## src/rtl/core/gnam_pkg.sv

```systemverilog
// Shared types, widths and codes for the gauge needle angle mapper.
// No dependencies; the interfaces, the top level, the checker and the testbench import this package.
package gnam_pkg;

    // Default sizing handed to the top level parameters.
    localparam int SEGMENTS_DEF  = 8;
    localparam int FRAC_BITS_DEF = 16;

    // Fixed field widths.
    localparam int DATA_W   = 32;
    localparam int CMD_W    = 2;
    localparam int SEGIDX_W = 3;
    localparam int SLEW_W   = 31;
    localparam int VAL_W    = 34;   // offset sample, wide enough to never overflow
    localparam int IDX_CMP_W = 7;   // holds any table size up to 64
    localparam int APB_ADDR_W = 5;
    localparam int REG_IDX_W  = 3;

    typedef logic [CMD_W-1:0]     t_cmd;
    typedef logic [REG_IDX_W-1:0] t_reg_idx;

    // Command codes of an input item.
    localparam t_cmd CMD_SAMPLE  = 2'd0;
    localparam t_cmd CMD_SEG_WR  = 2'd1;
    localparam t_cmd CMD_RESTART = 2'd2;

    // Configuration register indexes.
    localparam t_reg_idx REG_ENABLE = 3'd0;
    localparam t_reg_idx REG_SLEW   = 3'd1;
    localparam t_reg_idx REG_MIN    = 3'd2;
    localparam t_reg_idx REG_MAX    = 3'd3;
    localparam t_reg_idx REG_START  = 3'd4;
    localparam t_reg_idx REG_LAST   = 3'd5;

    // Saturation bounds of a 32-bit signed angle.
    localparam logic signed [DATA_W-1:0] ANG_MAX = 32'sh7FFF_FFFF;
    localparam logic signed [DATA_W-1:0] ANG_MIN = 32'sh8000_0000;

endpackage

```

## src/rtl/core/gnam_in_if.sv

```systemverilog
// Input channel of the gauge needle angle mapper: valid/ready plus one command item.
// Depends on gnam_pkg for field widths.
interface gnam_in_if import gnam_pkg::*; ();
    logic                     valid;
    logic                     ready;
    t_cmd                     cmd;
    logic signed [DATA_W-1:0] sample_value;
    logic [SEGIDX_W-1:0]      segment_index;
    logic signed [DATA_W-1:0] segment_threshold;
    logic signed [DATA_W-1:0] segment_divisor;
    logic signed [DATA_W-1:0] segment_offset;

    modport source (
        output valid, cmd, sample_value, segment_index,
               segment_threshold, segment_divisor, segment_offset,
        input  ready
    );
    modport sink (
        input  valid, cmd, sample_value, segment_index,
               segment_threshold, segment_divisor, segment_offset,
        output ready
    );
endinterface

```

## src/rtl/core/gnam_out_if.sv

```systemverilog
// Output channel of the gauge needle angle mapper: valid/ready plus one angle item.
// Depends on gnam_pkg for field widths.
interface gnam_out_if import gnam_pkg::*; ();
    logic                     valid;
    logic                     ready;
    logic signed [DATA_W-1:0] needle_angle;
    logic                     divide_fault;

    modport source (output valid, needle_angle, divide_fault, input ready);
    modport sink   (input valid, needle_angle, divide_fault, output ready);
endinterface

```

## src/rtl/core/gauge_needle_angle_mapper_top.sv

```systemverilog
// Gauge needle angle mapper: segment table lookup, signed divide, slew limit.
// A segment write or restart item is taken while idle. A sample reads and compares each entry
// up to L, the effective last segment, then goes to the result register with no match, via the
// raw angle step with a zero divisor or overflowing quotient, else via the 32-step divide and sign.
// The input takes the next item in the cycle the result appears; result stalls delay that.
// Synchronous active-low reset clears control state, configuration registers and the current angle.
module gauge_needle_angle_mapper_top import gnam_pkg::*; #(
    parameter int SEGMENTS  = SEGMENTS_DEF,
    parameter int FRAC_BITS = FRAC_BITS_DEF
) (
    input  logic                  i_clk,
    input  logic                  i_rst_n,
    gnam_in_if.sink               i_in,
    gnam_out_if.source            o_out,
    input  logic                  psel,
    input  logic                  penable,
    input  logic                  pwrite,
    input  logic [APB_ADDR_W-1:0] paddr,
    input  logic [DATA_W-1:0]     pwdata,
    output logic [DATA_W-1:0]     prdata,
    output logic                  pready
);
    localparam int AW = (SEGMENTS > 1) ? $clog2(SEGMENTS) : 1;
    localparam int TW = 3 * DATA_W;
    localparam int MW = VAL_W + FRAC_BITS;
    localparam logic [4:0] CNT_LAST = 5'd31;

    // Sequencer codes.
    localparam logic [2:0] S_IDLE = 3'd0;
    localparam logic [2:0] S_RD   = 3'd1;
    localparam logic [2:0] S_CMP  = 3'd2;
    localparam logic [2:0] S_PREP = 3'd3;
    localparam logic [2:0] S_DIV  = 3'd4;
    localparam logic [2:0] S_SGN  = 3'd5;
    localparam logic [2:0] S_RAW  = 3'd6;
    localparam logic [2:0] S_OUT  = 3'd7;

    // Configuration registers.
    logic                     r_enable;
    logic [SLEW_W-1:0]        r_slew;
    logic signed [DATA_W-1:0] r_min;
    logic signed [DATA_W-1:0] r_max;
    logic signed [DATA_W-1:0] r_start;
    logic [SEGIDX_W-1:0]      r_last;

    // Datapath and sequencer registers.
    logic [2:0]               r_state,   n_state;
    logic [AW-1:0]            r_idx,     n_idx;
    logic signed [VAL_W-1:0]  r_val,     n_val;
    logic                     r_found,   n_found;
    logic signed [DATA_W-1:0] r_div,     n_div;
    logic signed [DATA_W-1:0] r_off,     n_off;
    logic                     r_fault,   n_fault;
    logic [DATA_W-1:0]        r_dmag,    n_dmag;
    logic [DATA_W:0]          r_rem,     n_rem;
    logic [DATA_W-1:0]        r_lo,      n_lo;
    logic [DATA_W-1:0]        r_quo,     n_quo;
    logic                     r_qneg,    n_qneg;
    logic [4:0]               r_cnt,     n_cnt;
    logic signed [DATA_W-1:0] r_raw,     n_raw;
    logic signed [DATA_W-1:0] r_cur,     n_cur;
    logic                     r_out_valid, n_out_valid;
    logic signed [DATA_W-1:0] r_out_angle, n_out_angle;
    logic                     r_out_fault, n_out_fault;

    // Segment table RAM: {threshold, divisor, offset}.
    logic                 tbl_we;
    logic [AW-1:0]        tbl_waddr;
    logic [TW-1:0]        tbl_wdata;
    logic [TW-1:0]        tbl_rdata;
    logic [IDX_CMP_W-1:0] wr_idx;

    gnam_ram #(
        .WIDTH (TW),
        .DEPTH (SEGMENTS)
    ) u_tbl (
        .i_clk     (i_clk),
        .i_wr_en   (tbl_we),
        .i_wr_addr (tbl_waddr),
        .i_wr_data (tbl_wdata),
        .i_rd_addr (r_idx),
        .o_rd_data (tbl_rdata)
    );

    // Table write from a segment write item; indexes beyond the table are dropped.
    assign wr_idx    = IDX_CMP_W'(i_in.segment_index);
    assign tbl_waddr = wr_idx[AW-1:0];
    assign tbl_wdata = {i_in.segment_threshold, i_in.segment_divisor, i_in.segment_offset};
    assign tbl_we    = (r_state == S_IDLE) && i_in.valid && (i_in.cmd == CMD_SEG_WR)
                       && (wr_idx < IDX_CMP_W'(SEGMENTS));

    // APB register port.
    logic     cfg_wr;
    t_reg_idx cfg_idx;

    assign pready  = 1'b1;
    assign cfg_idx = paddr[APB_ADDR_W-1:2];
    assign cfg_wr  = psel && penable && pwrite;

    always_ff @(posedge i_clk) begin
        if (!i_rst_n) begin
            r_enable <= 1'b0;
            r_slew   <= '0;
            r_min    <= '0;
            r_max    <= '0;
            r_start  <= '0;
            r_last   <= '0;
        end else if (cfg_wr) begin
            case (cfg_idx)
                REG_ENABLE: r_enable <= pwdata[0];
                REG_SLEW:   r_slew   <= pwdata[SLEW_W-1:0];
                REG_MIN:    r_min    <= pwdata;
                REG_MAX:    r_max    <= pwdata;
                REG_START:  r_start  <= pwdata;
                REG_LAST:   r_last   <= pwdata[SEGIDX_W-1:0];
                default: ;
            endcase
        end
    end

    always_comb begin
        case (cfg_idx)
            REG_ENABLE: prdata = DATA_W'(r_enable);
            REG_SLEW:   prdata = DATA_W'(r_slew);
            REG_MIN:    prdata = r_min;
            REG_MAX:    prdata = r_max;
            REG_START:  prdata = r_start;
            REG_LAST:   prdata = DATA_W'(r_last);
            default:    prdata = '0;
        endcase
    end

    // Effective last segment, clamped to the table size.
    logic [IDX_CMP_W-1:0] last_eff;
    assign last_eff = (IDX_CMP_W'(r_last) > IDX_CMP_W'(SEGMENTS - 1))
                      ? IDX_CMP_W'(SEGMENTS - 1) : IDX_CMP_W'(r_last);

    // Offset and cap of an incoming sample.
    logic signed [VAL_W-1:0] smp_w, min_w, cap_w, val_off;
    always_comb begin
        smp_w   = VAL_W'(i_in.sample_value);
        min_w   = VAL_W'(r_min);
        cap_w   = VAL_W'(r_max) - min_w;
        val_off = (smp_w <= min_w) ? '0 : smp_w - min_w;
        if (val_off > cap_w) begin
            val_off = cap_w;
        end
    end

    // Fields of the entry read during the table walk.
    logic signed [DATA_W-1:0] rd_thr, rd_div, rd_off;
    assign rd_thr = tbl_rdata[TW-1 -: DATA_W];
    assign rd_div = tbl_rdata[2*DATA_W-1 -: DATA_W];
    assign rd_off = tbl_rdata[DATA_W-1:0];

    // Magnitudes for the divider and the early overflow test.
    logic [VAL_W-1:0]  mag_v;
    logic [MW-1:0]     mag_n;
    logic [DATA_W-1:0] mag_d;
    logic              div_ovf;
    always_comb begin
        mag_v   = r_val[VAL_W-1] ? VAL_W'(-r_val) : VAL_W'(r_val);
        mag_n   = {mag_v, {FRAC_BITS{1'b0}}};
        mag_d   = r_div[DATA_W-1] ? DATA_W'(-r_div) : DATA_W'(r_div);
        div_ovf = (33'(mag_n[MW-1:DATA_W]) >= {1'b0, mag_d});
    end

    // One restoring divide step.
    logic [DATA_W:0] rem_sh;
    logic            rem_ge;
    assign rem_sh = {r_rem[DATA_W-1:0], r_lo[DATA_W-1]};
    assign rem_ge = (rem_sh >= {1'b0, r_dmag});

    // Raw angle and slew bounds.
    logic signed [DATA_W:0] raw_d, cur_w, slew_lo, slew_hi, ang_w;
    always_comb begin
        raw_d   = (DATA_W+1)'(r_off) - (DATA_W+1)'($signed(r_quo));
        cur_w   = (DATA_W+1)'(r_cur);
        slew_lo = cur_w - $signed({2'b00, r_slew});
        slew_hi = cur_w + $signed({2'b00, r_slew});
        ang_w   = (DATA_W+1)'(r_raw);
        if (ang_w < slew_lo) begin
            ang_w = slew_lo;
        end
        if (ang_w > slew_hi) begin
            ang_w = slew_hi;
        end
    end

    // Sequencer and datapath next state.
    always_comb begin
        n_state     = r_state;
        n_idx       = r_idx;
        n_val       = r_val;
        n_found     = r_found;
        n_div       = r_div;
        n_off       = r_off;
        n_fault     = r_fault;
        n_dmag      = r_dmag;
        n_rem       = r_rem;
        n_lo        = r_lo;
        n_quo       = r_quo;
        n_qneg      = r_qneg;
        n_cnt       = r_cnt;
        n_raw       = r_raw;
        n_cur       = r_cur;
        n_out_valid = r_out_valid && !o_out.ready;
        n_out_angle = r_out_angle;
        n_out_fault = r_out_fault;

        case (r_state)
            S_IDLE: begin
                if (i_in.valid) begin
                    case (i_in.cmd)
                        CMD_RESTART: n_cur = r_start;
                        CMD_SAMPLE: begin
                            if (r_enable) begin
                                n_val   = val_off;
                                n_found = 1'b0;
                                n_fault = 1'b0;
                                n_idx   = '0;
                                n_state = S_RD;
                            end
                        end
                        default: ;
                    endcase
                end
            end
            S_RD: begin
                n_state = S_CMP;
            end
            S_CMP: begin
                if (r_val <= VAL_W'(rd_thr)) begin
                    n_found = 1'b1;
                    n_div   = rd_div;
                    n_off   = rd_off;
                end
                if (r_idx == last_eff[AW-1:0]) begin
                    // At or above the last threshold clamps to the last segment.
                    if (r_val >= VAL_W'(rd_thr)) begin
                        n_val   = VAL_W'(rd_thr);
                        n_found = 1'b1;
                        n_div   = rd_div;
                        n_off   = rd_off;
                    end
                    n_state = S_PREP;
                end else begin
                    n_idx   = r_idx + AW'(1);
                    n_state = S_RD;
                end
            end
            S_PREP: begin
                n_qneg = r_val[VAL_W-1] ^ r_div[DATA_W-1];
                if (!r_found) begin
                    n_raw   = '0;
                    n_state = S_OUT;
                end else if (r_div == '0) begin
                    // Zero divisor saturates by the sign of the value.
                    n_fault = 1'b1;
                    if (r_val[VAL_W-1]) begin
                        n_quo = ANG_MIN;
                    end else if (r_val != '0) begin
                        n_quo = ANG_MAX;
                    end else begin
                        n_quo = '0;
                    end
                    n_state = S_RAW;
                end else if (div_ovf) begin
                    n_quo   = n_qneg ? ANG_MIN : ANG_MAX;
                    n_state = S_RAW;
                end else begin
                    n_rem   = 33'(mag_n[MW-1:DATA_W]);
                    n_lo    = mag_n[DATA_W-1:0];
                    n_dmag  = mag_d;
                    n_quo   = '0;
                    n_cnt   = '0;
                    n_state = S_DIV;
                end
            end
            S_DIV: begin
                n_rem = rem_ge ? (rem_sh - {1'b0, r_dmag}) : rem_sh;
                n_lo  = {r_lo[DATA_W-2:0], 1'b0};
                n_quo = {r_quo[DATA_W-2:0], rem_ge};
                n_cnt = r_cnt + 5'd1;
                if (r_cnt == CNT_LAST) begin
                    n_state = S_SGN;
                end
            end
            S_SGN: begin
                // Apply the sign and saturate to 32-bit signed.
                if (r_qneg) begin
                    n_quo = (r_quo > DATA_W'(ANG_MIN)) ? ANG_MIN : DATA_W'(-r_quo);
                end else begin
                    n_quo = r_quo[DATA_W-1] ? ANG_MAX : r_quo;
                end
                n_state = S_RAW;
            end
            S_RAW: begin
                if (raw_d > (DATA_W+1)'(ANG_MAX)) begin
                    n_raw = ANG_MAX;
                end else if (raw_d < (DATA_W+1)'(ANG_MIN)) begin
                    n_raw = ANG_MIN;
                end else begin
                    n_raw = raw_d[DATA_W-1:0];
                end
                n_state = S_OUT;
            end
            S_OUT: begin
                // Wait for room in the result register, then commit the angle.
                if (!r_out_valid || o_out.ready) begin
                    n_cur       = ang_w[DATA_W-1:0];
                    n_out_valid = 1'b1;
                    n_out_angle = ang_w[DATA_W-1:0];
                    n_out_fault = r_fault;
                    n_state     = S_IDLE;
                end
            end
            default: n_state = S_IDLE;
        endcase
    end

    always_ff @(posedge i_clk) begin
        if (!i_rst_n) begin
            r_state     <= S_IDLE;
            r_idx       <= '0;
            r_cnt       <= '0;
            r_cur       <= '0;
            r_out_valid <= 1'b0;
        end else begin
            r_state     <= n_state;
            r_idx       <= n_idx;
            r_cnt       <= n_cnt;
            r_cur       <= n_cur;
            r_out_valid <= n_out_valid;
        end
    end

    // Payload registers.
    always_ff @(posedge i_clk) begin
        r_val       <= n_val;
        r_found     <= n_found;
        r_div       <= n_div;
        r_off       <= n_off;
        r_fault     <= n_fault;
        r_dmag      <= n_dmag;
        r_rem       <= n_rem;
        r_lo        <= n_lo;
        r_quo       <= n_quo;
        r_qneg      <= n_qneg;
        r_raw       <= n_raw;
        r_out_angle <= n_out_angle;
        r_out_fault <= n_out_fault;
    end

    assign i_in.ready         = (r_state == S_IDLE);
    assign o_out.valid        = r_out_valid;
    assign o_out.needle_angle = r_out_angle;
    assign o_out.divide_fault = r_out_fault;
endmodule

```

## src/rtl/core/gnam_ram.sv

```systemverilog
// Generic single-write, single-read synchronous RAM with a registered read port.
// Self-contained; used for the segment table of the gauge needle angle mapper.
module gnam_ram #(
    parameter int WIDTH = 32,
    parameter int DEPTH = 8
) (
    input  logic                                          i_clk,
    input  logic                                          i_wr_en,
    input  logic [((DEPTH > 1) ? $clog2(DEPTH) : 1)-1:0] i_wr_addr,
    input  logic [WIDTH-1:0]                              i_wr_data,
    input  logic [((DEPTH > 1) ? $clog2(DEPTH) : 1)-1:0] i_rd_addr,
    output logic [WIDTH-1:0]                              o_rd_data
);
    logic [WIDTH-1:0] mem [DEPTH];
    logic [WIDTH-1:0] r_rd_data;

    // Write port and registered read port.
    always_ff @(posedge i_clk) begin
        if (i_wr_en) begin
            mem[i_wr_addr] <= i_wr_data;
        end
        r_rd_data <= mem[i_rd_addr];
    end

    assign o_rd_data = r_rd_data;
endmodule

```

## src/flat_wrapper.sv

```systemverilog
// flat-port wrapper written by rule: the top's interface ports become plain ports
module gauge_needle_angle_mapper_top_flat import gnam_pkg::*;
#(
    parameter int SEGMENTS  = SEGMENTS_DEF,
    parameter int FRAC_BITS = FRAC_BITS_DEF
)
  (i_clk, i_rst_n, psel, penable, pwrite, paddr, pwdata, prdata, pready, i_in_valid, i_in_cmd, i_in_sample_value, i_in_segment_index, i_in_segment_threshold, i_in_segment_divisor, i_in_segment_offset, i_in_ready, o_out_valid, o_out_needle_angle, o_out_divide_fault, o_out_ready);
  gnam_in_if i_in_i ();
  gnam_out_if o_out_i ();
  input  logic i_clk;
  input  logic i_rst_n;
  input  logic psel;
  input  logic penable;
  input  logic pwrite;
  input  logic [APB_ADDR_W-1:0] paddr;
  input  logic [DATA_W-1:0] pwdata;
  output logic [DATA_W-1:0] prdata;
  output logic pready;
  input wire logic [$bits(i_in_i.valid)-1:0] i_in_valid;
  input wire logic [$bits(i_in_i.cmd)-1:0] i_in_cmd;
  input wire logic [$bits(i_in_i.sample_value)-1:0] i_in_sample_value;
  input wire logic [$bits(i_in_i.segment_index)-1:0] i_in_segment_index;
  input wire logic [$bits(i_in_i.segment_threshold)-1:0] i_in_segment_threshold;
  input wire logic [$bits(i_in_i.segment_divisor)-1:0] i_in_segment_divisor;
  input wire logic [$bits(i_in_i.segment_offset)-1:0] i_in_segment_offset;
  output wire logic [$bits(i_in_i.ready)-1:0] i_in_ready;
  output wire logic [$bits(o_out_i.valid)-1:0] o_out_valid;
  output wire logic [$bits(o_out_i.needle_angle)-1:0] o_out_needle_angle;
  output wire logic [$bits(o_out_i.divide_fault)-1:0] o_out_divide_fault;
  input wire logic [$bits(o_out_i.ready)-1:0] o_out_ready;
  assign i_in_i.valid = i_in_valid;
  assign i_in_i.cmd = i_in_cmd;
  assign i_in_i.sample_value = i_in_sample_value;
  assign i_in_i.segment_index = i_in_segment_index;
  assign i_in_i.segment_threshold = i_in_segment_threshold;
  assign i_in_i.segment_divisor = i_in_segment_divisor;
  assign i_in_i.segment_offset = i_in_segment_offset;
  assign i_in_ready = i_in_i.ready;
  assign o_out_valid = o_out_i.valid;
  assign o_out_needle_angle = o_out_i.needle_angle;
  assign o_out_divide_fault = o_out_i.divide_fault;
  assign o_out_i.ready = o_out_ready;
  gauge_needle_angle_mapper_top #(.SEGMENTS(SEGMENTS), .FRAC_BITS(FRAC_BITS)) u_core (.i_clk(i_clk), .i_rst_n(i_rst_n), .i_in(i_in_i), .o_out(o_out_i), .psel(psel), .penable(penable), .pwrite(pwrite), .paddr(paddr), .pwdata(pwdata), .prdata(prdata), .pready(pready));
endmodule
```

## config.mk

```make
export PLATFORM = sky130hd
export DESIGN_NAME = gauge_needle_angle_mapper_top_flat
export DESIGN_NICKNAME = d
export VERILOG_FILES = /design/src/rtl/core/gnam_pkg.sv /design/src/rtl/core/gnam_in_if.sv /design/src/rtl/core/gnam_out_if.sv /design/src/rtl/core/gauge_needle_angle_mapper_top.sv /design/src/rtl/core/gnam_ram.sv /design/src/flat_wrapper.sv
export SDC_FILE = /design/constraint.sdc
export NUM_CORES = 2
export LEC_CHECK = 0
export ABC_AREA = 1
export BUFFER_PORTS_ARGS = -buffer_cell sky130_fd_sc_hd__buf_2
export CORE_ASPECT_RATIO = 1.5
export CORE_MARGIN = 4
export CORE_UTILIZATION = 61
export DETAILED_ROUTE_END_ITERATION = 10
export PLACE_DENSITY = 0.79
export REMOVE_ABC_BUFFERS = 1
export SYNTH_ARGS = -nofsm -noshare
export SYNTH_HDL_FRONTEND = slang
export SYNTH_HIERARCHICAL = 1
export SYNTH_SLANG_ARGS = --single-unit
```

## constraint.sdc

```tcl
create_clock -name i_clk -period 9.4 [get_ports i_clk]
set_input_delay 1.41 -clock i_clk [delete_from_list [all_inputs] [get_ports i_clk]]
set_output_delay 1.41 -clock i_clk [all_outputs]
set_load 0.02 [all_outputs]
```

; ---- After elaboration in Yosys (flattened, before gate mapping)
; Memories as Yosys holds them, arrays and structs flattened. A register that Yosys moved wholly into a read port is not among the register bits.
; Cells that the tools add are included.
[classes]
magnitude_cmp = 12
bitwise_logic = 3
reduce_logical = 38
muxes = 79
n_addsub = 11
n_eq_ne = 31
[op_table]
columns = operator, count
row1 = 2-to-1 mux 32 bit, 28
row2 = 2-to-1 mux 34 bit, 8
row3 = one-hot mux 32 bit (2 select lines), 4
row4 = one-hot mux 32 bit (6 select lines), 1
row5 = subtractor 32 x 32 -> 33 bit, 4
row6 = one-hot mux 32 bit (3 select lines), 1
row7 = one-hot mux 34 bit (2 select lines), 1
row8 = negation 32 bit, 2
row9 = 2-to-1 mux 31 bit, 2
row10 = greater-or-equal comparator 34 x 32 -> 1 bit, 1
row11 = > comparator 34 bit, 1
row12 = <= comparator 34 x 32 -> 1 bit, 1
row13 = negation 34 bit, 1
row14 = nonzero test 34 bit, 1
row15 = adder 32 x 32 -> 33 bit, 1
row16 = greater-or-equal comparator 33 x 32 -> 1 bit, 1
row17 = > comparator 33 x 32 -> 1 bit (second input constant), 1
row18 = > comparator 33 bit, 1
row19 = less-than comparator 32 x 33 -> 1 bit, 1
row20 = less-than comparator 33 x 32 -> 1 bit (second input constant), 1
row21 = 2-to-1 mux 3 bit, 11
row22 = 2-to-1 mux 33 bit, 1
row23 = greater-or-equal comparator 18 x 32 -> 1 bit, 1
row24 = > comparator 32 bit (second input constant), 1
row25 = other kinds (37), 98
[word_totals]
mem_count = 1
wordCells = 200
input_bits = 177
mem_bits_rw = 768
register_bits = 469
[mem_list]
columns = memory, words, word_bits, rd, rd_ports_with_merged_regs, wr, line_no
row1 = u_core.u_tbl.mem, 8, 96, 1, 1, 1, gnam_ram.sv:14  ; logic [WIDTH-1:0] mem [DEPTH];

; ---- Longest topological paths before layout
[logic_depth]
ltp_word = 8
ltp_mapped = 49

; ---- By module
; The synthesis kept the hierarchy.
[modules_own_cells]
columns = module, area_each_um2, n_inst, cells_per_inst
row1 = gauge_needle_angle_mapper_top, 36988.0, 1, 4920
row2 = gnam_ram, 35540.3, 1, 3432

; ---- Worst setup path before layout
; No wires, ideal clock.
[synth_path]
kind = input-to-reg
startpoint = input i_in_cmd[1]
endpoint = memory u_core/u_tbl/mem[1][0] (netlist bit), enable pin
path_stages = 5
path_slack_ns = 3.069
arrival_time_ns = 5.779
required_ns = 8.848
cell_sequence = inv_1 > nand3_1 > nor2_1 > nand2_1 > nor2_1
[synth_via]
elab_chain_cells = 5
[synth_lines]
columns = element, line_no
row1 = from (decl), flat_wrapper.sv:20  ; input wire logic [$bits(i_in_i.cmd)-1:0] i_in_cmd;
row2 = equality test 2 x 1 -> 1 bit, gauge_needle_angle_mapper_top.sv:89  ; assign tbl_we = (r_state == S_IDLE) && i_in.valid && (i_in.cmd == CMD_SEG_WR)
row3 = logical AND 1 bit, gauge_needle_angle_mapper_top.sv:89
row4 = logical AND 1 bit, gauge_needle_angle_mapper_top.sv:90  ; && (wr_idx < IDX_CMP_W'(SEGMENTS));
row5 = net u_core.tbl_we, gauge_needle_angle_mapper_top.sv:67  ; logic tbl_we;
row6 = 2-to-1 mux 1 bit, gnam_ram.sv:19  ; if (i_wr_en) begin
row7 = 2-to-1 mux 1 bit (not written as such), gnam_ram.sv:20  ; mem[i_wr_addr] <= i_wr_data;
row8 = to (decl), gnam_ram.sv:14
; The timed path passes the listed nets, and every way through them passes these cells.

; ---- Worst setup path after layout
[layout_path]
startpoint = register u_core.r_slew[15]
endpoint = register u_core.r_cur[9]
[layout_via]
elab_chain_cells = 7
word_cells_on_any_way = 8
classes_between = 2 x add/sub / 2 x order compare / 4 x mux
[layout_lines]
columns = element, line_no
row1 = from (decl), gauge_needle_angle_mapper_top.sv:40  ; logic [SLEW_W-1:0] r_slew;
row2 = from (signal assigned), gauge_needle_angle_mapper_top.sv:111  ; REG_SLEW: r_slew <= pwdata[SLEW_W-1:0];
row3 = subtractor 32 x 32 -> 33 bit, gauge_needle_angle_mapper_top.sv:179  ; slew_lo = cur_w - $signed({2'b00, r_slew});
row4 = less-than comparator 32 x 33 -> 1 bit, gauge_needle_angle_mapper_top.sv:182  ; if (ang_w < slew_lo) begin
row5 = 2-to-1 mux 33 bit, gauge_needle_angle_mapper_top.sv:182
row6 = > comparator 33 bit, gauge_needle_angle_mapper_top.sv:185  ; if (ang_w > slew_hi) begin
row7 = 2-to-1 mux 32 bit *, gauge_needle_angle_mapper_top.sv:185
row8 = 2-to-1 mux 32 bit *, gauge_needle_angle_mapper_top.sv:310  ; if (!r_out_valid || o_out.ready) begin
row9 = one-hot mux 32 bit (2 select lines) *, gauge_needle_angle_mapper_top.sv:211  ; case (r_state)
row10 = to (signal assigned), gauge_needle_angle_mapper_top.sv:333  ; r_cur <= n_cur;
row11 = to (decl), gauge_needle_angle_mapper_top.sv:61  ; logic signed [DATA_W-1:0] r_cur, n_cur;
; Every way passes the cells marked *; elsewhere a longest branch is shown, timed or not. The select of a mux whose other input is x is not followed.
; A chain may end at the register's enable or synchronous reset.

==> impl_metrics.yaml <==
critical_path:
  cp_slowest_cell: "nand3_2"
  start_kind: "register"
  cp_num_buf_inv: 5
  crit_type: "reg -> reg"
  r2r_slack_ps: 1580
  cp_common_cell: "nand2_1"
  worstPathArrival_ps: 8490
  max_stage_delay_ps: 720
  r2r_cells: 34
  r2r-start: "u_core/r_slew[15]$_SDFFE_PN0P_"
  path_delay_family: "simple AND/OR/NAND/NOR gates"
  crit_fanout: 32
  critPathCaptureType: "register"
  r2r-end: "u_core/r_cur[9]$_SDFFE_PN0P_"
  cp.required_ps: 10070
clock_tree:
  root_buffer: "clkbuf_16"
  clk-insertion-delay-late_ps: 770
  cts_tree: "yes"
  cts_buffers: 117
  cts_max_level: 3
  cts.sinks: 1316
  hold_buffers: 0
  cts.clk_slew.worst_paths_ps: 60
  post_cts_buffers: 0
  clockBufferDepth: 3
  post_cts_resized: 0
min_path:
  holdPathEnd: "u_core/r_cnt[4]$_SDFFE_PN0P_"
  min_from: "u_core/r_cnt[4]$_SDFFE_PN0P_"
  hp-class: "reg -> reg"
  holdPathStages: 2
synth:
  synth_area_leaders: "edfxtp_1 43%, nand2_1 11%, inv_1 7.8%"
  synth.distinct_cells: 72
  synth_warnings: 6
  syn_inst: 8352
  ys_seq_area_share_pct: 50.75
  synthArstFlopShare_pct: 0
  synth_ff_type: "edfxtp_1"
  synth_largest_area_cell: "edfxtp_1"
  synth_edf_count: 1045
  synth.cell_area_sq_um: 72530
  synth-seq-cells: 1316
  synth.top_cell.area_share_pct: 43.27
  syn_avg_cell_area_sq_um: 8.684
timing:
  rsz0062_at_grt: "false"
  hold_ws_ps: 479.5
  hold_violations: 0
  post-route-period-util_pct: 83.23
  relSlewSlack_pct: 14.94
  final_max_slew_viol_count: 0
  setup_ws_ps: 1577
  fmax_mhz: 127.8
  finClkSkew_ps: 74.95
  layout_min_cycle_time_ps: 7823
  worstMarginPinSlew_ps: 1273
  setup-violations-final: 0
floorplan:
  coreArea_sq_um: 117700
  rows: 154
  die_h_um: 430.3
  start_util_pct: 61.61
  die_w_um: 289.5
  die_area_sq_um: 124600
  pin_count: 245
drt:
  route.detailed.drc: 0
  wire_per_inst_um: 19.72
  num_vias: 57370
  final_antenna_net_count: 0
  drt_wl_total_um: 199900
  first_pass_iters: 7
  drtIter0Drc: 5169
  via_per_inst: 5.660
layout:
  nets: 8975
  final_area_sq_um: 78620
  layout_common_cells: "2153 x nand2_1, 1505 x inv_1, 1045 x edfxtp_1, 574 x nand3_1, 444 x a21oi_1"
  final_common_cell: "nand2_1"
  drive_gt1_share_pct: 8.993
  final_util_pct: 66.78
  area_growth_pct: 8.403
  nFillCells: 9074
pwr:
  power_mw: 14.00
  leakagePower_nw: 35.85
  peakVddDrop_v: 0.0002364
  powerDensity_nw_per_um2: 178.0
place:
  globalplace.congestion: 1.016
  post_dp_cell_area_sq_um: 74490
  hpwl_um: 136800
  dp_slack_ps: 1711
  place.port_buffers: 241
global_routing:
  antenna_found_initial: 39
  grt_pass1_vias: 55610
  globalRouteOverflowTotal: 0
  grt_max_degree: 205
  grt_use_total_pct: 31.49
  grt_pass1_wl_um: 304500
flow_run:
  max_cap_viol_count: 0
outcome:
  status: "finished, final reports clean"
[cell families (layout without fill, tap and decap cells)]
group	after synthesis	count (layout)	share of synthesized area, %
flip-flops	1316	1316	50.75
buffers and inverters	1857	2056	10.46
XOR/XNOR	246	246	2.971
AO/OA/AOI/OAI	1191	1191	9.605
other	2	27	0.01035
AND/OR/NAND/NOR	3389	3389	20.09
adder cells (fa/ha/maj)	351	351	6.117
[power by group]
group          internal (mW)  switching, mW  total (mW)
Combinational          0.777           1.70        2.48
Sequential              6.46         0.0724        6.53
Clock                   2.78           2.21        4.99
[metal layers]
layer	global-route usage [%]	wire (um)	up-vias
li1	-	-	27410
met1	36.92	74090	26880
met2	53.00	96020	2467
met3	6.531	16420	600
met4	19.14	13210	22
met5	0	149	-
[cell usage after synthesis (32+ instances only)]
| library cell | n |
|---|---|
| a31oi_1 | 45 |
| buf_6 | 54 |
| nand2_1 | 2154 |
| clkbuf_1 | 136 |
| nor2_1 | 372 |
| nor3_1 | 52 |
| a21oi_2 | 38 |
| xor2_1 | 171 |
| ha_1 | 345 |
| inv_1 | 1507 |
| buf_2 | 103 |
| nand3_1 | 574 |
| o221ai_1 | 32 |
| a21oi_1 | 444 |
| o21ai_0 | 372 |
| dfxtp_1 | 271 |
| o211ai_1 | 34 |
| nand4_1 | 43 |
| o21ai_1 | 58 |
| edfxtp_1 | 1045 |
| xnor2_1 | 75 |
| nand3_2 | 99 |
[registers in the layout (all words and copies together), names as in the netlist, 5 cells and up]
signal	cells
u_core/r_cur	32
u_core/r_max	32
u_core/r_quo	32
u_core/r_cnt	5
u_core/r_slew	31
u_core/r_lo	16
u_core/r_min	32
u_core/r_dmag	32
u_core/r_val	33
u_core/r_rem	32
u_core/u_tbl/mem	768
u_core/o_out.needle_angle	32
u_core/r_raw	32
u_core/r_off	32
u_core/u_tbl/o_rd_data	96
u_core/r_start	32
u_core/r_div	32
[cell type report]
cell class	instances	area (sq um)	share of cell area, %
Tap cell	1560	1952	2.483
Inverter	1531	5767	7.335
Clock inverter	75	898.4	1.143
Clock buffer	148	3168	4.029
Sequential cell	1316	36820	46.83
Multi-Input combinational cell	5179	28290	35.98
Timing Repair Buffer	302	1667	2.120
Antenna cell	25	62.56	0.07957
[through the flow]
| stage | instances | setup TNS, ps |
|---|---|---|
| 3_5_place_dp | 9888 | 0 |
| 3_3_place_gp | 9888 | 0 |
| 4_1_cts | 10110 | 0 |
| 6_report | 10140 | 0 |
| 2_1_floorplan | 8026 | -353540 |
| 5_1_grt | 10110 | 0 |
[how the worst max path moves through the flow]
stage                                               from                                 end  slack [ps]  cells after the start
after global routing       u_core/r_slew[2]$_SDFFE_PN0P_       u_core/r_cur[10]$_SDFFE_PN0P_         920                     42
after global placement     u_core/r_slew[7]$_SDFFE_PN0P_        u_core/r_cur[9]$_SDFFE_PN0P_        1800                     36
after floorplan             u_core/r_idx[0]$_SDFFE_PN0P_  u_core/u_tbl/o_rd_data[94]$_DFF_P_       -3020                      6
final                     u_core/r_slew[15]$_SDFFE_PN0P_        u_core/r_cur[9]$_SDFFE_PN0P_        1580                     34
after detailed placement  u_core/r_slew[15]$_SDFFE_PN0P_        u_core/r_cur[0]$_SDFFE_PN0P_        1710                     34
after CTS                 u_core/r_slew[15]$_SDFFE_PN0P_        u_core/r_cur[0]$_SDFFE_PN0P_        1670                     34
[worst register-to-register path: cells and delay by family (launching register included)]
| family | cells | cell delay, ps |
|---|---|---|
| AO/OA/AOI/OAI | 11 | 2240 |
| XOR/XNOR | 1 | 160 |
| adder cells (fa/ha/maj) | 3 | 1090 |
| buffers and inverters | 5 | 860 |
| flip-flops | 1 | 460 |
| AND/OR/NAND/NOR | 14 | 2920 |
No activity file was read; power rests on OpenSTA's default activity.
